[src/rtl/core/i2cbe_pkg.sv]
`default_nettype none

package i2cbe_pkg;

    // Width of the delay counter and of the ticks-per-delay register.
    localparam int DELAY_W = 16;

    // Reset value of the ticks-per-delay register.
    localparam logic [DELAY_W-1:0] TICKS_RESET = 16'd100;

    // Register index decoded from the APB word address.
    localparam logic REG_TICKS = 1'b0;

    // Bus commands carried in the slave-side tuser.
    typedef enum logic [1:0] {
        CMD_START = 2'd0,
        CMD_STOP  = 2'd1,
        CMD_WRITE = 2'd2,
        CMD_READ  = 2'd3
    } t_cmd;

    // One classified tick as it travels from the front end to the sequencer.
    typedef struct packed {
        logic       cmd_valid;
        t_cmd       cmd;
        logic [7:0] tx;
        logic       sda;
    } t_item;

    // One result beat as the sequencer reports it.
    typedef struct packed {
        logic       ack;
        logic [7:0] rx;
        logic       done;
        logic       busy;
        logic       sda;
        logic       scl;
    } t_result;

endpackage

`default_nettype wire

[src/rtl/core/i2cbe_front.sv]
`default_nettype none

module i2cbe_front
    import i2cbe_pkg::*;
(
    input  wire        i_valid,
    input  wire        i_cmd_valid,
    input  wire  [1:0] i_command,
    input  wire  [7:0] i_tx_byte,
    input  wire        i_sda_level,
    input  wire        i_q_full,
    output logic       o_ready,
    output logic       o_push,
    output t_item      o_item
);

    t_cmd cmd;

    // A beat is taken whenever the queue has a free slot.
    assign o_ready = !i_q_full;
    assign o_push  = i_valid && !i_q_full;

    // Decode the command and keep the transmit byte only for a write, so the
    // sequencer can load its shift register straight from the item.
    always_comb begin
        cmd              = t_cmd'(i_command);
        o_item.cmd_valid = i_cmd_valid;
        o_item.cmd       = cmd;
        o_item.sda       = i_sda_level;
        o_item.tx        = (i_cmd_valid && (cmd == CMD_WRITE)) ? i_tx_byte : 8'h00;
    end

endmodule

`default_nettype wire

[src/rtl/core/i2cbe_queue.sv]
`default_nettype none

module i2cbe_queue
    import i2cbe_pkg::*;
(
    input  wire        i_clk,
    input  wire        i_rst_n,
    input  wire        i_push,
    input  t_item      i_item,
    input  wire        i_pop,
    output logic       o_full,
    output logic       o_valid,
    output t_item      o_item
);

    localparam int QDEPTH = 2;
    localparam int QAW    = $clog2(QDEPTH);

    t_item            r_mem [QDEPTH];
    logic [QAW-1:0]   r_wp;
    logic [QAW-1:0]   r_rp;
    logic [QAW:0]     r_cnt;
    logic [QAW:0]     n_cnt;

    assign o_full  = (r_cnt == (QAW+1)'(QDEPTH));
    assign o_valid = (r_cnt != '0);
    assign o_item  = r_mem[r_rp];

    // Occupancy follows pushes and pops; both may happen in the same cycle.
    always_comb begin
        n_cnt = r_cnt;
        if (i_push && !i_pop) begin
            n_cnt = r_cnt + 1'b1;
        end else if (!i_push && i_pop) begin
            n_cnt = r_cnt - 1'b1;
        end
    end

    // Pointers and count.
    always_ff @(posedge i_clk) begin
        if (!i_rst_n) begin
            r_wp  <= '0;
            r_rp  <= '0;
            r_cnt <= '0;
        end else begin
            r_cnt <= n_cnt;
            if (i_push) begin
                r_wp <= r_wp + 1'b1;
            end
            if (i_pop) begin
                r_rp <= r_rp + 1'b1;
            end
        end
    end

    // Entry storage needs no reset.
    always_ff @(posedge i_clk) begin
        if (i_push) begin
            r_mem[r_wp] <= i_item;
        end
    end

endmodule

`default_nettype wire

[src/rtl/core/i2cbe_back.sv]
`default_nettype none

module i2cbe_back
    import i2cbe_pkg::*;
(
    input  wire                i_clk,
    input  wire                i_rst_n,
    input  wire  [DELAY_W-1:0] i_ticks,
    input  wire                i_q_valid,
    input  t_item              i_item,
    output logic               o_pop,
    output logic               o_valid,
    input  wire                i_ready,
    output t_result            o_result
);

    logic [4:0]         r_phase;
    logic [4:0]         n_phase;
    logic [1:0]         r_sub;
    logic [1:0]         n_sub;
    logic [DELAY_W-1:0] r_tick;
    logic [DELAY_W-1:0] n_tick;
    t_cmd               r_cmd;
    t_cmd               n_cmd;
    logic [7:0]         r_shift;
    logic [7:0]         n_shift;
    logic               r_busy;
    logic               n_busy;
    logic               r_ack;
    logic               n_ack;
    logic               r_scl;
    logic               n_scl;
    logic               r_sda;
    logic               n_sda;
    logic [7:0]         r_rx;
    logic [7:0]         n_rx;
    logic               n_done;
    logic               r_ov;
    t_result            r_res;
    logic               adv;
    logic [DELAY_W-1:0] eff_delay;

    // Number of delay phases in each command sequence.
    function automatic logic [4:0] phase_total(input t_cmd c);
        logic [4:0] t;
        unique case (c)
            CMD_START: t = 5'd4;
            CMD_STOP:  t = 5'd4;
            CMD_WRITE: t = 5'd28;
            CMD_READ:  t = 5'd21;
            default:   t = 5'd21;
        endcase
        return t;
    endfunction

    // A zero delay register counts as one tick.
    assign eff_delay = (i_ticks == '0) ? DELAY_W'(1) : i_ticks;

    // One tick is consumed when the output register is free or being emptied.
    assign adv      = i_q_valid && (!r_ov || i_ready);
    assign o_pop    = adv;
    assign o_valid  = r_ov;
    assign o_result = r_res;

    // Sequencer step for the tick at the head of the queue.
    always_comb begin
        logic       a_en;
        t_cmd       a_cmd;
        logic [4:0] a_ph;
        logic [1:0] a_sub;
        logic [4:0] ph_next;

        n_phase = r_phase;
        n_sub   = r_sub;
        n_tick  = r_tick;
        n_cmd   = r_cmd;
        n_shift = r_shift;
        n_busy  = r_busy;
        n_ack   = r_ack;
        n_scl   = r_scl;
        n_sda   = r_sda;
        n_rx    = r_rx;
        n_done  = 1'b0;
        a_en    = 1'b0;
        a_cmd   = r_cmd;
        a_ph    = 5'd0;
        a_sub   = 2'd0;
        ph_next = r_phase + 5'd1;

        if (r_busy) begin
            n_tick = r_tick + 1'b1;
            if (n_tick >= eff_delay) begin
                n_tick = '0;
                n_sub  = (r_sub == 2'd2) ? 2'd0 : r_sub + 2'd1;
                if (ph_next >= phase_total(r_cmd)) begin
                    if (r_cmd == CMD_WRITE) begin
                        n_ack = !i_item.sda;
                        n_scl = 1'b0;
                    end else if (r_cmd == CMD_READ) begin
                        n_rx = r_shift;
                    end
                    n_busy  = 1'b0;
                    n_phase = 5'd0;
                    n_done  = 1'b1;
                end else begin
                    n_phase = ph_next;
                    a_en    = 1'b1;
                    a_ph    = ph_next;
                    a_sub   = n_sub;
                end
            end
        end else if (i_item.cmd_valid) begin
            n_cmd   = i_item.cmd;
            n_busy  = 1'b1;
            n_phase = 5'd0;
            n_sub   = 2'd0;
            n_tick  = '0;
            n_shift = i_item.tx;
            a_en    = 1'b1;
            a_cmd   = i_item.cmd;
        end

        // Level change and sample that open the new phase.
        if (a_en) begin
            unique case (a_cmd)
                CMD_START: begin
                    unique case (a_ph[1:0])
                        2'd0:    n_scl = 1'b1;
                        2'd1:    n_sda = 1'b1;
                        2'd2:    n_sda = 1'b0;
                        default: n_scl = 1'b0;
                    endcase
                end
                CMD_STOP: begin
                    unique case (a_ph[1:0])
                        2'd0:    n_scl = 1'b0;
                        2'd1:    n_sda = 1'b0;
                        2'd2:    n_scl = 1'b1;
                        default: n_sda = 1'b1;
                    endcase
                end
                CMD_WRITE: begin
                    if (a_ph < 5'd24) begin
                        if (a_sub == 2'd0) begin
                            n_scl = 1'b0;
                        end else if (a_sub == 2'd1) begin
                            n_sda   = n_shift[7];
                            n_shift = {n_shift[6:0], 1'b0};
                        end else begin
                            n_scl = 1'b1;
                        end
                    end else if (a_ph == 5'd24 || a_ph == 5'd25) begin
                        n_scl = 1'b0;
                    end else if (a_ph == 5'd26) begin
                        n_sda = 1'b1;
                    end else begin
                        n_scl = 1'b1;
                    end
                end
                default: begin
                    if (a_ph == 5'd0) begin
                        n_scl = 1'b0;
                    end else if (a_ph <= 5'd16) begin
                        if (a_ph[0]) begin
                            if (a_ph == 5'd1) begin
                                n_sda = 1'b1;
                            end
                            n_scl = 1'b1;
                        end else begin
                            n_shift = {n_shift[6:0], i_item.sda};
                            n_scl   = 1'b0;
                        end
                    end else if (a_ph == 5'd18) begin
                        n_sda = 1'b0;
                    end else if (a_ph == 5'd19) begin
                        n_scl = 1'b1;
                    end else begin
                        n_scl = 1'b0;
                    end
                end
            endcase
        end
    end

    // Sequencer state advances only with a consumed tick.
    always_ff @(posedge i_clk) begin
        if (!i_rst_n) begin
            r_phase <= '0;
            r_sub   <= '0;
            r_tick  <= '0;
            r_cmd   <= CMD_START;
            r_shift <= '0;
            r_busy  <= 1'b0;
            r_ack   <= 1'b0;
            r_scl   <= 1'b1;
            r_sda   <= 1'b1;
            r_rx    <= '0;
        end else if (adv) begin
            r_phase <= n_phase;
            r_sub   <= n_sub;
            r_tick  <= n_tick;
            r_cmd   <= n_cmd;
            r_shift <= n_shift;
            r_busy  <= n_busy;
            r_ack   <= n_ack;
            r_scl   <= n_scl;
            r_sda   <= n_sda;
            r_rx    <= n_rx;
        end
    end

    // Output register valid flag.
    always_ff @(posedge i_clk) begin
        if (!i_rst_n) begin
            r_ov <= 1'b0;
        end else if (adv) begin
            r_ov <= 1'b1;
        end else if (i_ready) begin
            r_ov <= 1'b0;
        end
    end

    // Output register payload.
    always_ff @(posedge i_clk) begin
        if (adv) begin
            r_res.scl  <= n_scl;
            r_res.sda  <= n_sda;
            r_res.busy <= n_busy;
            r_res.done <= n_done;
            r_res.rx   <= n_rx;
            r_res.ack  <= n_ack;
        end
    end

endmodule

`default_nettype wire

[src/rtl/core/i2c_master_bit_engine_core.sv]
`default_nettype none

// Channel    Direction  Handshake                Payload
// s_axis     in         tvalid/tready            tdata: tx_byte, sda_level; tuser: cmd_valid, command
// m_axis     out        tvalid/tready            tdata: scl, sda, busy, done, rx_byte, ack
// apb        in         psel/penable/pready      ticks_per_delay at byte address 0
//
// Every input beat is one bus-timer tick and yields exactly one output beat.
// Beats are taken back to back, one per cycle, while the queue has room; each beat
// passes through the front queue and then the output register.
// Reset is synchronous and active low; it empties the queue and output register
// and loads ticks_per_delay with 100.
// When the master side stalls, up to two further beats wait in the queue before
// s_axis_tready drops.

module i2c_master_bit_engine_core
    import i2cbe_pkg::*;
(
    input  wire         i_clk,
    input  wire         i_rst_n,
    input  wire         s_axis_tvalid,
    output logic        s_axis_tready,
    input  wire  [15:0] s_axis_tdata,   // [7:0] tx_byte, [8] sda_level, [15:9] zero
    input  wire  [2:0]  s_axis_tuser,   // [0] cmd_valid, [2:1] command
    output logic        m_axis_tvalid,
    input  wire         m_axis_tready,
    output logic [15:0] m_axis_tdata,   // [0] scl, [1] sda, [2] busy, [3] done,
                                        // [11:4] rx_byte, [12] ack_received, [15:13] zero
    input  wire         psel,
    input  wire         penable,
    input  wire         pwrite,
    input  wire  [2:0]  paddr,
    input  wire  [31:0] pwdata,
    output logic [31:0] prdata,
    output logic        pready
);

    logic [DELAY_W-1:0] r_ticks;
    logic               cfg_wr;
    logic               q_full;
    logic               q_valid;
    logic               push;
    logic               pop;
    t_item              f_item;
    t_item              q_item;
    t_result            res;

    // Configuration register; only word address zero holds a register.
    assign pready = 1'b1;
    assign cfg_wr = psel && penable && pwrite && (paddr[2] == REG_TICKS);

    always_ff @(posedge i_clk) begin
        if (!i_rst_n) begin
            r_ticks <= TICKS_RESET;
        end else if (cfg_wr) begin
            r_ticks <= pwdata[DELAY_W-1:0];
        end
    end

    assign prdata = (paddr[2] == REG_TICKS) ? {{(32-DELAY_W){1'b0}}, r_ticks} : 32'h0;

    // Front end: classifies each beat and places it in the queue.
    i2cbe_front u_front (
        .i_valid     (s_axis_tvalid),
        .i_cmd_valid (s_axis_tuser[0]),
        .i_command   (s_axis_tuser[2:1]),
        .i_tx_byte   (s_axis_tdata[7:0]),
        .i_sda_level (s_axis_tdata[8]),
        .i_q_full    (q_full),
        .o_ready     (s_axis_tready),
        .o_push      (push),
        .o_item      (f_item)
    );

    i2cbe_queue u_queue (
        .i_clk   (i_clk),
        .i_rst_n (i_rst_n),
        .i_push  (push),
        .i_item  (f_item),
        .i_pop   (pop),
        .o_full  (q_full),
        .o_valid (q_valid),
        .o_item  (q_item)
    );

    // Back end: pin sequencer and output register.
    i2cbe_back u_back (
        .i_clk     (i_clk),
        .i_rst_n   (i_rst_n),
        .i_ticks   (r_ticks),
        .i_q_valid (q_valid),
        .i_item    (q_item),
        .o_pop     (pop),
        .o_valid   (m_axis_tvalid),
        .i_ready   (m_axis_tready),
        .o_result  (res)
    );

    assign m_axis_tdata = {3'b000, res.ack, res.rx, res.done, res.busy, res.sda, res.scl};

endmodule

`default_nettype wire

[config.mk]
export PLATFORM = sky130hd
export DESIGN_NAME = i2c_master_bit_engine_core
export DESIGN_NICKNAME = d
export VERILOG_FILES = /design/src/rtl/core/i2cbe_pkg.sv /design/src/rtl/core/i2cbe_front.sv /design/src/rtl/core/i2cbe_queue.sv /design/src/rtl/core/i2cbe_back.sv /design/src/rtl/core/i2c_master_bit_engine_core.sv
export SDC_FILE = /design/constraint.sdc
export NUM_CORES = 1
export LEC_CHECK = 0
export ABC_AREA = 1
export BUFFER_PORTS_ARGS = -buffer_cell sky130_fd_sc_hd__buf_2
export CAP_MARGIN = 10
export CELL_PAD_IN_SITES_DETAIL_PLACEMENT = 0
export CELL_PAD_IN_SITES_GLOBAL_PLACEMENT = 2
export CORE_MARGIN = 4
export CORE_UTILIZATION = 30
export CTS_BUF_LIST = sky130_fd_sc_hd__clkbuf_2
export DETAILED_ROUTE_END_ITERATION = 10
export PLACE_DENSITY = 0.79
export SLEW_MARGIN = 40
export SYNTH_ARGS = -nofsm -noshare
export SYNTH_HDL_FRONTEND = slang
export SYNTH_SLANG_ARGS = --single-unit
[constraint.sdc]
create_clock -name i_clk -period 3.5 [get_ports i_clk]
set_input_delay 0.7 -clock i_clk [delete_from_list [all_inputs] [get_ports i_clk]]
set_output_delay 0.7 -clock i_clk [all_outputs]
set_load 0.01 [all_outputs]
### After elaboration in Yosys (flattened, before gate mapping)

Memories as Yosys holds them, arrays and structs flattened. A register that Yosys moved wholly into a read port is not among the register bits.
Cells that the tools add are included.

* flip-flop bits (word level): 79
* latch bits: 0
* bits in writable memories: 24
* bits in read-only memories: 0
* input bits: 61
* output and inout bits: 51
* word-level logic and storage cells: 174
* memories: 1

Memories
* u_queue.r_mem: words 2, bits a word 12, rd ports 1, clocked after Yosys merged registers in 1, write ports 1, line i2cbe_queue.sv:19 `t_item r_mem [QDEPTH];`

* add/subtract/negate cells: 7
* multiply operators: 0
* div/mod/pow operators: 0
* $lt $le $gt $ge: 4
* eq/ne operators: 18
* shift-type cells: 0
* muxes and demuxes: 90
* bitwise logic cells: 1
* reduce and logical (&&, ||, !) cells: 32

Operator list (count)
* two-way mux 8 bit: 15
* two-way mux 16 bit: 5
* two-way mux 1 bit: 43
* two-way mux 5 bit: 8
* == test 5 bit, second input constant: 5
* two-way mux 2 bit: 11
* adder 16 x 1 -> 16 bit, second input constant: 1
* greater-or-equal comparator 16 bit: 1
* logical NOT 16 bit: 1
* one-hot mux 8 bit (2 select lines): 1
* one-hot mux 5 bit (3 select lines): 1
* == test 2 bit, second input constant: 7
* == test 2 x 1 -> 1 bit, second input constant: 4
* logical AND 1 bit: 8
* logical NOT 2 bit: 4
* one-hot mux 1 bit (2 select lines): 4
* nonzero test 2 bit: 4
* OR reduction 2 bit: 4
* one-hot mux 1 bit (3 select lines): 2
* adder 5 x 1 -> 5 bit, second input constant: 1
* == test 5 x 1 -> 1 bit, second input constant: 1
* greater-or-equal comparator 5 bit: 1
* less-or-equal comparator 5 bit, second input constant: 1
* logical NOT 1 bit: 5
* 10 further kinds: 14

### Logic depth before layout (Yosys ltp)

Gate-level depths: netlist of run 1.

* depth in word-level cells: 16
* mapped depth: 28

### Hierarchy

Synthesis of run 1 repeated with hierarchy kept, for this count alone.

* cells, all modules: 888
* area total of the unflattened synthesis: 6620.1 µm²

By module, submodules not included
* i2cbe_back: instances 1, cells an instance 632, area each 4316.6 µm², seq. area each 1311.3 µm²
* i2cbe_queue: instances 1, cells an instance 72, area each 1132.3 µm², seq. area each 820.8 µm²
* i2c_master_bit_engine_core: instances 1, cells an instance 159, area each 1048.5 µm², seq. area each 320.3 µm²
* i2cbe_front: instances 1, cells an instance 25, area each 122.6 µm², seq. area each 0.0 µm²

### Least setup slack after synthesis of run 1

Ideal clock, no wire load.

* path kind: reg2reg
* from: register u_back.r_tick[0]
* to: register u_back.r_res, in the netlist u_back.o_result[0], data pin
* arrival time: 3.406 ns
* slack: -0.160 ns
* cell stages (with the launch flop): 24
* buffers on the path: 1
* period minus slack after synthesis: 3.660 ns
* path through: dfxtp_1 and3_1 nand3_1 nor3b_2 nand3_2 nor3_2 nand3_1 xnor2_1 ha_1 a21oi_1 o21ai_0 a21oi_1 nand2_2 buf_6 nand2_1 ha_1 nor2_1 inv_1 nand3_1 o21ai_0 nor2_1 nand2_1 nand4_1 and2_1

* cells in the longest elaborated chain, start to end: 11

RTL lines
* start: declaration: line i2cbe_back.sv:21 `logic [DELAY_W-1:0] r_tick;`
* start signal: assignment: line i2cbe_back.sv:201 `r_tick <= n_tick;`
* adder 16 x 1 -> 16 bit (*): line i2cbe_back.sv:91 `n_tick = r_tick + 1'b1;`
* greater-or-equal comparator 16 bit (*): line i2cbe_back.sv:92 `if (n_tick >= eff_delay) begin`
* two-way mux 5 bit: line i2cbe_back.sv:92
* two-way mux 5 bit: line i2cbe_back.sv:90 `if (r_busy) begin`
* == test 5 bit: line i2cbe_back.sv:175 `end else if (a_ph == 5'd19) begin`
* two-way mux 1 bit: line i2cbe_back.sv:175
* two-way mux 1 bit: line i2cbe_back.sv:173 `end else if (a_ph == 5'd18) begin`
* two-way mux 1 bit: line i2cbe_back.sv:163 `end else if (a_ph <= 5'd16) begin`
* two-way mux 1 bit: line i2cbe_back.sv:161 `if (a_ph == 5'd0) begin`
* one-hot mux 1 bit (3 select lines): line i2cbe_back.sv:125 `unique case (a_cmd)`
* two-way mux 1 bit (*): line i2cbe_back.sv:124 `if (a_en) begin`
* net u_back.n_scl: line i2cbe_back.sv:32 `logic n_scl;`
* end: declaration: line i2cbe_back.sv:39 `t_result r_res;`

Mark *: on every way through the listed nets, which the timed path passes. The rest lies on a longest branch.
A chain may end at the register's enable or synchronous reset.

### Worst setup path after layout of run 1

* from: register u_back.r_tick[0]
* to: register u_back.r_shift[3]

* cells in the longest elaborated chain, start to end: 10

RTL lines
* adder 16 x 1 -> 16 bit (*): line i2cbe_back.sv:91
* greater-or-equal comparator 16 bit (*): line i2cbe_back.sv:92
* branches (longest 7 deep; another with less-or-equal comparator 5 bit)
* two-way mux 8 bit (*): line i2cbe_back.sv:124
* end signal: assignment: line i2cbe_back.sv:203 `r_shift <= n_shift;`
* end: declaration: line i2cbe_back.sv:25 `logic [7:0] r_shift;`

Mark *: on every way between the ends.

==> flow_summary.json, run 1 <==
{
  "rsz0062_at_grt": "true",
  "grt_max_degree": 35,
  "placedCellCount": 1105,
  "clock_latency_ns": 0.64,
  "regToRegSetupSlack_ns": -0.05,
  "holdBufCountCts": 0,
  "drcViolationCount": 0,
  "pwr-share-clk_pct": 13.2,
  "r2r-start": "u_back.r_tick[0]",
  "min_path_type": "primary input to flop",
  "grtUsageMet3_pct": 1.676,
  "pwr-share-comb_pct": 47.9,
  "h-tree-depth": 3,
  "stdcell_count": 1134,
  "numPortBuffers": 66,
  "dieArea_sq_um": 21980,
  "dpl.hpwl_um": 10660,
  "startpoint": "u_back.r_tick[0]",
  "initial_utilization_pct": 30.42,
  "power.share.sequential_pct": 38.9,
  "worstReg2RegEnd": "u_back.r_shift[3]",
  "finClkSkew_ns": 0.04186,
  "final_cell_mix": "inv_1, nand2_1, nor2_1",
  "internal_power_mw": 2.482,
  "reg2regPathDepth": 22,
  "p_leak_nw": 3.378,
  "vias": 4977,
  "antenna_found_initial": 1,
  "synth_cells": 750,
  "ctsLongestPathBuffers": 2,
  "top_usage_layer": "met2",
  "swShare_pct": 44.73,
  "slew_headroom_pct": 55.26,
  "grt_pass1_wl_um": 23840,
  "setup_violations": 6,
  "startpoint_type": "flop",
  "synth_cell_type_count": 45,
  "cts_tree": "built",
  "ys_warn_count": 0,
  "routed_via_density": 4.389,
  "drive_gt1_share_pct": 29.03,
  "grtUsageMet2_pct": 21.19,
  "grt.overflow.total": 0,
  "status": "finished, violations left",
  "violations": "negative setup slack",
  "routed_wl_um": 14490,
  "crit_end": "u_back.r_shift[3]",
  "final_nets": 951,
  "synth_area_sq_um": 5901,
  "ios": 112,
  "cts_buffers": 9,
  "wl_per_cell_um": 12.77,
  "clock_sinks": 104,
  "die_y_um": 148.2,
  "min_period_ns": 3.547,
  "cp_max_fo": 5,
  "crit_arrival_ns": 4.14,
  "syn_area_per_cell_sq_um": 7.868,
  "worst_pin_slew_ns": 0.6704,
  "ant_nets": 0,
  "firstDrtPassIters": 4,
  "p_sw_mw": 2.009,
  "p_total_mw": 4.490,
  "synthToLayoutAreaGrowth_pct": 24.58,
  "grt_use_total_pct": 13.33,
  "gp_congestion": 0.7565,
  "holdWs_ns": 0.2391,
  "coreArea_sq_um": 19400,
  "fin_crit_sh_pct": 101.3,
  "vdd_drop_max_mv": 0.2420,
  "worstSetupPathType": "flop to flop",
  "grt_pass1_vias": 4770,
  "slew_viol_final": 0,
  "hold_viol": 0,
  "fmax_mhz": 281.9,
  "required_ns": 4.09,
  "cts_root_buf": "clkbuf_2",
  "fin_tns_setup_ns": -0.1826,
  "layout_commonest_cell": "inv_1",
  "max_cap_viol_count": 0,
  "worstSetupEndpointType": "flop",
  "setup_slack_ns": -0.04699,
  "rows": 51,
  "clkTransAtPathRegs_ns": 0.31,
  "hold_start": "s_axis_tdata[8]",
  "die_w_um": 148.2,
  "synth_seq_cells": 104,
  "use_met1_pct": 18.86,
  "place_ws_ns": -0.2742,
  "synth_seq_area_share_pct": 41.56,
  "drtIter0Drc": 222,
  "powerDensity_nw_per_um2": 610.9
}
## sequential cells by signal, summed over array words and instances, names as in the netlist, named ones only
| signal | count |
|---|---|
| u_queue.r_mem | 24 |
| r_ticks | 16 |
| u_back.r_scl | 1 |
| u_queue.r_rp | 1 |
| u_back.r_shift | 8 |
| u_back.r_phase | 5 |
| u_back.r_busy | 1 |
| u_queue.r_wp | 1 |
| u_back.o_valid | 1 |
| u_back.r_ack | 1 |
| u_back.r_tick | 16 |
| u_queue.r_cnt | 2 |
| u_back.r_sub | 2 |
| u_back.r_rx | 8 |
| u_back.r_cmd | 2 |
| u_back.o_result | 13 |
| u_back.r_sda | 1 |
## cell families after synthesis
group / after synthesis / synth area share (%)
DFF: 104 / 41.56
AOI/OAI and AO/OA: 154 / 14.86
adders and majority gates: 27 / 5.725
and+or+nand+nor: 277 / 21.63
xor gates and xnor gates: 16 / 2.693
muxes: 9 / 1.569
buffers and inverters: 161 / 11.83
other: 2 / 0.1273
## power groups by stage
stage          Clock, mW  Combinational, mW  Sequential (mW)
5_1_grt            0.663               2.43             1.78
4_1_cts            0.622               2.08             1.75
2_1_floorplan          0               1.35             1.78
3_5_place_dp           0               1.98             1.77
3_3_place_gp           0               1.98             1.77
6_report           0.591               2.15             1.75
## synthesized netlist by cell type, drive strengths merged
| cell | n | share of area (%) |
|---|---|---|
| nand3b | 1 | 0.13 |
| o211a | 1 | 0.17 |
| mux2i | 7 | 1.2 |
| and3 | 2 | 0.21 |
| ha | 27 | 5.7 |
| clkbuf | 18 | 1.1 |
| a21oi | 65 | 5.5 |
| edfxtp | 37 | 19 |
| xnor2 | 7 | 1.4 |
| and2 | 2 | 0.21 |
| nand3 | 32 | 3.3 |
| nor3 | 4 | 0.42 |
| o41ai | 1 | 0.15 |
| mux2 | 2 | 0.38 |
| nand4 | 14 | 1.6 |
| nand2 | 114 | 8.1 |
| conb | 2 | 0.13 |
| xor2 | 9 | 1.3 |
| a22oi | 15 | 1.9 |
| dfxtp | 67 | 23 |
| o21ai | 61 | 5.7 |
| nor3b | 1 | 0.21 |
| inv | 117 | 7.4 |
| o211ai | 7 | 0.89 |
| a31oi | 2 | 0.21 |
| o2111ai | 1 | 0.15 |
| nor2 | 107 | 7.5 |
| buf | 26 | 3.2 |
| a211oi | 1 | 0.13 |
## metal layers
metal  share of wire, %  vias to the layer above
li1                   -                     2647
met1                 52                     2247
met2                 44                       69
met3                2.7                       14
met4                1.5                        0
met5                  0                        -
## how the worst min path moves through the flow
stage	to	slack, ns	cells past startpoint
floorplan	flop	0.43	1
global placement	u_queue.r_rp	0.44	1
detailed placement	u_queue.r_rp	0.44	1
CTS	u_queue.r_mem[1][0]	0.16	1
global route	u_queue.r_mem[1][0]	0.17	1
finish	u_queue.r_mem[1][0]	0.24	1
## through the flow
stage          util [%]  instance area (sq um)
6_report          37.89                   7351
5_1_grt           37.89                   7351
2_1_floorplan         -                   6035
3_5_place_dp      35.17                   6822
3_3_place_gp      35.14                   6817
4_1_cts           37.04                   7184
## worst max-delay path: stages, from the launching register on
cell,delay (ns)
dfxtp_4,0.45
and3_4,0.21
nand3_4,0.07
nor3b_4,0.20
nand3_2,0.15
nor3_4,0.19
nand3_2,0.11
xnor2_2,0.20
ha_1,0.28
a21oi_2,0.15
o21ai_2,0.07
a21oi_2,0.15
nand2_4,0.14
nand2_8,0.12
ha_4,0.17
buf_6,0.10
nand2_4,0.05
nand2_4,0.08
nand2_4,0.06
o21ai_4,0.19
buf_12,0.15
a21oi_2,0.06
a21oi_2,0.14
## cell type report
type                       count  area (sq um)
fill                        2125         12050
multi-input combinational    503          3178
sequential                   104          2459
timing repair buffer         128         823.3
inverter                     117         444.2
tap                          265         331.6
clock inverter                 7         67.56
clock buffer                   9         45.04
antenna                        1         2.502
## repair_timing
| action | CTS | global route |
|---|---|---|
| gates resized for setup | 48 | 30 |
| pin swaps | 42 | 21 |
| hold endpoints to repair | 0 | 0 |
| buffers inserted | 7 | 5 |
| cloned | 0 | 1 |
| setup endpoints to repair | 29 | 50 |
No activity file was read; power rests on OpenSTA's default activity.
==> run 2, diff against run 1 <==
--- a/config.mk
+++ b/config.mk
@@ -18,4 +18,5 @@
 export SLEW_MARGIN = 40
 export SYNTH_ARGS = -nofsm -noshare
 export SYNTH_HDL_FRONTEND = slang
+export SYNTH_HIERARCHICAL = 1
 export SYNTH_SLANG_ARGS = --single-unit
==> run 2 against run 1 <==
Compared with the run above:
- the flow still finishes with violations (negative setup slack)
- global-route usage is 0.29 points higher
- total power up 16%
- register-to-register slack hardly changed
- sequential cell count stayed put
- die area is 12% higher
- combinational power is 31% higher
- critical path depth shrank 1
- design area is 7.3% higher
- non-clock buffer count is 5 lower
- utilization down 1.7 points
- worst setup slack got worse by 0.0074 ns
- critical path type unchanged
==> flow_summary.json, run 2 <==
{
  "startpoint_type": "flop",
  "pwr-share-comb_pct": 53.9,
  "routed_via_density": 4.380,
  "final_util_pct": 36.24,
  "crit_arrival_ns": 4.05,
  "required_ns": 3.99,
  "final_nets": 1077,
  "async_reset_ff_share_pct": 0,
  "violations": "negative setup slack",
  "grt_max_degree": 31,
  "ctsLongestPathBuffers": 2,
  "grt_pass1_vias": 5255,
  "grt_pass1_wl_um": 26940,
  "nFillCells": 2356,
  "die_w_um": 156.6,
  "vias": 5584,
  "die_y_um": 156.6,
  "setup_slack_ns": -0.05440,
  "cts_root_buf": "clkbuf_2",
  "synth_compound_area_share_pct": 10.04,
  "crit_family": "simple AND/OR/NAND/NOR gates",
  "routed_wl_um": 16620,
  "min_period_ns": 3.554,
  "crit_slowest_cell": "dfxtp_2",
  "yosys_most_used_dff": "dfxtp_1",
  "fin_tns_setup_ns": -0.05661,
  "status": "finished, violations left",
  "yosys-top-cells-area": "dfxtp_1, edfxtp_1, nand2_1",
  "crit_top_cell": "nand3_2",
  "rows": 54,
  "power.share.sequential_pct": 34.5,
  "synth_seq_cells": 104,
  "drive_gt1_share_pct": 25.05,
  "gp_congestion": 0.7599,
  "placed_area_sq_um": 7438,
  "fin_area_sq_um": 7885,
  "hold_viol": 0,
  "dieArea_sq_um": 24510,
  "synth_edf_count": 37,
  "synth_cell_type_count": 54,
  "pwr-share-clk_pct": 11.6,
  "synth_mux_area_share_pct": 2.608,
  "internal_power_mw": 2.831,
  "numPortBuffers": 66,
  "synth_cells": 888,
  "initial_utilization_pct": 30.43,
  "yosysTopAreaCell": "dfxtp_1",
  "top_register": "u_queue/r_mem",
  "slew_headroom_pct": 63.76,
  "max_cap_viol_count": 0,
  "p_total_mw": 5.230,
  "post-synth-top-count-cell": "nand2_1",
  "p_leak_nw": 3.804,
  "clock_sinks": 104,
  "worst_pin_slew_ns": 0.5379,
  "cts_buffers": 9,
  "grt.overflow.total": 0,
  "coreArea_sq_um": 21760,
  "cts_tree": "built",
  "cp_max_fo": 3,
  "h-tree-depth": 3,
  "synthToLayoutAreaGrowth_pct": 19.11,
  "slowest_delay_ns": 0.40,
  "worstSetupEndpointType": "flop",
  "ys_warn_count": 6,
  "setup_violations": 2,
  "crit_buf_inv": 2,
  "crit_chain": "and3_4 > nand3_4 > or3_4 > nor3_4 > nand3_2 > xnor2_2 > ha_1 > a21oi_2 > o21ai_2 > a21oi_2 > nand2_4 > nand2_4 > inv_4 > ha_4 > or2_4 > buf_4 > nand3_2 > nand3_2 > nor2_2 > nor2_2 > a21boi_1",
  "synthSimpleGateAreaFrac_pct": 28.56,
  "swShare_pct": 45.86,
  "fmax_mhz": 281.3,
  "synth_top_family_by_area": "simple AND/OR/NAND/NOR gates",
  "dpl.hpwl_um": 12250,
  "slew_viol_final": 0,
  "antenna_found_initial": 1,
  "rsz0062_at_grt": "true",
  "largest_register_ffs": 24,
  "synth_xor_area_share_pct": 2.400,
  "firstDrtPassIters": 5,
  "synth_seq_area_share_pct": 37.04,
  "worstSetupPathType": "flop to flop",
  "syn_area_per_cell_sq_um": 7.455,
  "min_path_type": "primary input to flop",
  "synth-adder-area-share_pct": 5.103,
  "grt_use_total_pct": 13.62,
  "reg_top3": "u_queue/r_mem: 24 flops, r_ticks: 16 flops, u_back/r_tick: 16 flops",
  "yosysTopAreaCellShare_pct": 20.26,
  "finClkSkew_ns": 0.04225,
  "wl_per_cell_um": 13.03,
  "final_cell_mix": "nand2_1, inv_1, nor2_1",
  "ios": 112,
  "powerDensity_nw_per_um2": 663.3,
  "layout_commonest_cell": "nand2_1",
  "vdd_drop_max_mv": 0.2211,
  "ant_nets": 0,
  "synth_commonest_cells": "nand2_1, inv_1, nor2_1",
  "drcViolationCount": 0,
  "fin_crit_sh_pct": 101.6,
  "synth_area_sq_um": 6620,
  "p_sw_mw": 2.399,
  "drtIter0Drc": 318,
  "clock_latency_ns": 0.62,
  "clkTransAtPathRegs_ns": 0.32
}
run 2: cell types whose count changed after synthesis, moves of 6 or more:
| cell | change |
|---|---|
| buf_2 | +6 |
| o211ai_1 | -6 |
| mux2i_1 | -7 |
| nor2_2 | +12 |
| nor2_1 | +26 |
| mux2_4 | +10 |
| nand3_1 | +28 |
| o21ai_0 | -6 |
| a21oi_1 | -23 |
| buf_4 | +6 |
| inv_1 | +32 |
| clkbuf_1 | -11 |
| nand2_1 | +65 |
| a22oi_1 | -8 |
run 2: routing by layer:
metal	GRT usage [%]	up-vias	part of all wire, %	routed length [um]
met1	20.14	2487	52	8607
met5	0	-	0	0
met3	2.185	15	3.8	628
li1	-	2982	-	-
met4	4.174	0	1.4	231
met2	20.34	100	43	7151
run 2: cells by family after synthesis:
group	Yosys count
DFF	104
AOI/OAI and AO/OA	118
adders and majority gates	27
xor gates and xnor gates	16
and+or+nand+nor	409
muxes	12
buffers and inverters	200
other	2
run 2: layout make-up:
| cell class | instances | area (sq um) | area share (%) |
|---|---|---|---|
| Timing Repair Buffer | 123 | 854.6 | 10.84 |
| Clock buffer | 9 | 45.04 | 0.5712 |
| Antenna cell | 1 | 2.502 | 0.03174 |
| Tap cell | 280 | 350.3 | 4.443 |
| Clock inverter | 7 | 76.32 | 0.9679 |
| Multi-Input combinational cell | 602 | 3533 | 44.81 |
| Sequential cell | 104 | 2456 | 31.15 |
| Inverter | 149 | 566.8 | 7.188 |
run 2: power by group through the flow:
stage                     Clock [mW]  Combinational, mW  Sequential (mW)
after floorplan                    0               1.91             1.85
after global placement             0               2.67             1.82
after detailed placement           0               2.68             1.83
after CTS                      0.646               2.71             1.81
after global routing           0.693               3.20             1.84
final                          0.608               2.82             1.80
run 2: worst register-to-register path: cells and delay by family (launching register included):
| kind | cells | cell delay (ns) |
|---|---|---|
| AO/OA/AOI/OAI | 4 | 0.52 |
| XOR/XNOR | 1 | 0.18 |
| adder cells (fa/ha/maj) | 2 | 0.49 |
| buffers and inverters | 2 | 0.19 |
| flip-flops | 1 | 0.40 |
| AND/OR/NAND/NOR | 12 | 1.69 |
run 2: worst paths after layout:
check	start	slack, ns	depth (start not counted)	to
worst max-delay path	u_back/r_tick[1]	-0.05	21	u_back/o_result[0]
worst min-delay path	pwdata[5]	0.26	3	r_ticks[5]
worst max register to register	u_back/r_tick[1]	-0.05	21	u_back/o_result[0]
worst min register to register	u_back/r_shift[3]	0.49	2	u_back/r_shift[3]
run 2: what timing repair did:
item                       4_1_cts  5_1_grt
gates resized for setup         18       40
pin swaps                        9       30
setup buffers                    1        8
hold buffers                     0        0
setup endpoints to repair       12       33
run 2: per-stage QoR:
step / cells / hold WS [ns] / worst slack [ns]
4_1_cts: 1266 / 0.1795 / 0.0007256
5_1_grt: 1275 / 0.1608 / -0.2377
2_1_floorplan: 906 / 0.4444 / 0.004700
3_5_place_dp: 1249 / 0.4564 / -0.2054
3_3_place_gp: 1249 / 0.4523 / -0.1748
6_report: 1275 / 0.2563 / -0.05440
==> run 3, diff against run 2 <==
--- a/config.mk
+++ b/config.mk
@@ -10,11 +10,12 @@
 export CAP_MARGIN = 10
 export CELL_PAD_IN_SITES_DETAIL_PLACEMENT = 0
 export CELL_PAD_IN_SITES_GLOBAL_PLACEMENT = 2
-export CORE_MARGIN = 4
+export CORE_MARGIN = 2
 export CORE_UTILIZATION = 30
 export CTS_BUF_LIST = sky130_fd_sc_hd__clkbuf_2
 export DETAILED_ROUTE_END_ITERATION = 10
-export PLACE_DENSITY = 0.79
+export GPL_TIMING_DRIVEN = 0
+export PLACE_DENSITY = 0.82
 export SLEW_MARGIN = 40
 export SYNTH_ARGS = -nofsm -noshare
 export SYNTH_HDL_FRONTEND = slang
==> run 3 against run 2 <==
Compared with the run above:
- the flow still finishes with violations (negative setup slack)
- die area is 5.0% lower
- design area up 0.38%
- count of clock-buffer cells in the layout rose by 2
- total power is 0.69% higher
- wire length up 1.8%
- global-route usage rose by 1.3 points
- worst setup slack got worse by 0.11 ns
- combinational power hardly changed
- first-iteration DRC count decreased by 17%
- maximum frequency is 3.0% lower
- highest routed layer unchanged
==> flow_summary.json, run 3 (same netlist as run 2, synthesis figures left out) <==
{
  "initial_utilization_pct": 30.43,
  "routed_wl_um": 16930,
  "status": "finished, violations left",
  "cp_max_fo": 9,
  "drtIter0Drc": 263,
  "hold_end": "r_ticks[5]",
  "grt.overflow.total": 0,
  "fin_crit_sh_pct": 104.7,
  "drive_gt1_share_pct": 25.55,
  "cts_buffers": 9,
  "min_path_type": "primary input to flop",
  "clock_sinks": 104,
  "coreArea_sq_um": 21760,
  "cts_root_buf": "clkbuf_2",
  "vias": 5631,
  "grt_max_degree": 26,
  "die_w_um": 152.6,
  "r2r-start": "u_back/r_tick[2]",
  "violations": "negative setup slack",
  "required_ns": 3.91,
  "layout_commonest_cell": "nand2_1",
  "crit_slowest_cell": "dfxtp_4",
  "h-tree-depth": 3,
  "routed_via_density": 4.375,
  "hold_start": "pwdata[5]",
  "setup_violations": 18,
  "grt_pass1_wl_um": 28080,
  "holdBufCountCts": 0,
  "p_leak_nw": 3.827,
  "min_path_cells": 3,
  "worst_pin_slew_ns": 0.6241,
  "numPortBuffers": 64,
  "holdWs_ns": 0.2770,
  "synthToLayoutAreaGrowth_pct": 19.56,
  "worstSetupPathType": "flop to flop",
  "powerDensity_nw_per_um2": 665.3,
  "crit_chain": "and3_4 > nand3_4 > or3_4 > nor3_4 > nand3_2 > xnor2_2 > ha_1 > nand2_2 > nor3_2 > nand2_1 > nand2_2 > buf_6 > buf_4 > nand3_2 > nand2_4 > nor2_1 > o21ai_1 > nand2_1 > nor2_2 > a21boi_2",
  "grt_use_total_pct": 14.91,
  "slew_viol_final": 0,
  "rows": 54,
  "crit_arrival_ns": 4.07,
  "antenna_found_initial": 1,
  "top_register": "u_queue/r_mem",
  "firstDrtPassIters": 4,
  "worstSetupEndpointType": "flop",
  "rsz0062_at_grt": "true",
  "reg2regPathDepth": 20,
  "largest_register_ffs": 24,
  "slowest_delay_ns": 0.42,
  "drcViolationCount": 0,
  "clock_latency_ns": 0.61,
  "slew_headroom_pct": 58.35,
  "gp_congestion": 0.8380,
  "clkTransAtPathRegs_ns": 0.29,
  "dieArea_sq_um": 23270,
  "place_ws_ns": -0.5941,
  "grt_pass1_vias": 5388,
  "max_cap_viol_count": 0,
  "final_cell_mix": "nand2_1, inv_1, nor2_1",
  "startpoint_type": "flop",
  "crit_family": "simple AND/OR/NAND/NOR gates",
  "vdd_drop_max_mv": 0.2142,
  "cts_tree": "built",
  "die_y_um": 152.6,
  "ant_nets": 0,
  "worstReg2RegEnd": "u_back/o_result[0]",
  "reg_top3": "u_queue/r_mem: 24 flops, r_ticks: 16 flops, u_back/r_tick: 16 flops",
  "finClkSkew_ns": 0.04092,
  "dpl.hpwl_um": 12750,
  "setup_slack_ns": -0.1639,
  "ctsLongestPathBuffers": 2,
  "ios": 112,
  "final_nets": 1089,
  "wl_per_cell_um": 13.15,
  "hold_viol": 0,
  "regToRegSetupSlack_ns": -0.16,
  "fmax_mhz": 272.9,
  "min_period_ns": 3.664,
  "crit_buf_inv": 2
}
run 3: per-stage QoR:
stage	cells	util, %	total power [mW]	TNS, ns	cell area, sq um
after floorplan	906	-	3.760	0	6710
after detailed placement	1250	33.94	4.499	-11.87	7383
after CTS	1280	35.98	5.263	-0.8738	7829
after global routing	1287	36.38	5.760	-9.917	7915
final	1287	36.38	5.266	-1.523	7915
after global placement	1250	33.93	4.515	-13.30	7381
run 3: metal layers:
metal	GRT usage, %	vias to the layer above	routed length, um
met4	4.674	0	264
met3	1.536	13	458
met5	0	-	0
met1	21.79	2521	8849
li1	-	3004	-
met2	23.17	93	7352
run 3: power by group:
group          total [mW]  switching, mW  leakage (nW)  internal [mW]
sequential           1.82          0.188         0.906           1.64
clock               0.589          0.414        0.0692          0.175
combinational        2.85           1.85          2.85           1.00
total                5.27           2.46          3.83           2.81
run 3: area by class of cell:
| type | count | area, sq um |
|---|---|---|
| fillers | 2363 | 13840 |
| clock buffers | 11 | 55.05 |
| clock inverters | 5 | 62.56 |
| well taps | 280 | 350.3 |
| multi-input cells | 603 | 3541 |
| repair buffers | 83 | 474.2 |
| plain buffers | 51 | 402.9 |
| diodes | 1 | 2.502 |
| inverters | 149 | 565.5 |
| flip-flops and latches | 104 | 2461 |
run 3: repair_timing:
| action | 4_1_cts | 5_1_grt |
|---|---|---|
| setup buffers | 13 | 6 |
| endpoints found under the setup margin | 49 | 50 |
| pin swaps | 29 | 20 |
| gates cloned | 1 | 0 |
| gates resized for setup | 57 | 12 |
run 3: worst max path at each step:
stage | slack, ns | to | cells past startpoint | startpoint
final | -0.16 | u_back/o_result[0] | 20 | u_back/r_tick[2]
after global routing | -0.41 | u_back/r_sda | 24 | u_back/r_tick[2]
after CTS | -0.11 | u_back/o_result[1] | 22 | u_back/r_tick[2]
after detailed placement | -0.59 | u_back/o_result[0] | 20 | u_back/r_tick[2]
after global placement | -0.63 | u_back/o_result[0] | 20 | u_back/r_tick[2]
after floorplan | 0.005 | u_back/o_result[1] | 21 | u_back/r_tick[2]
run 3: worst register-to-register path: stages (launching register included):
cell	delay, ns
dfxtp_4	0.42
and3_4	0.19
nand3_4	0.06
or3_4	0.36
nor3_4	0.26
nand3_2	0.12
xnor2_2	0.18
ha_1	0.32
nand2_2	0.09
nor3_2	0.17
nand2_1	0.08
nand2_2	0.10
buf_6	0.13
buf_4	0.21
nand3_2	0.15
nand2_4	0.14
nor2_1	0.05
o21ai_1	0.10
nand2_1	0.10
nor2_2	0.14
a21boi_2	0.09
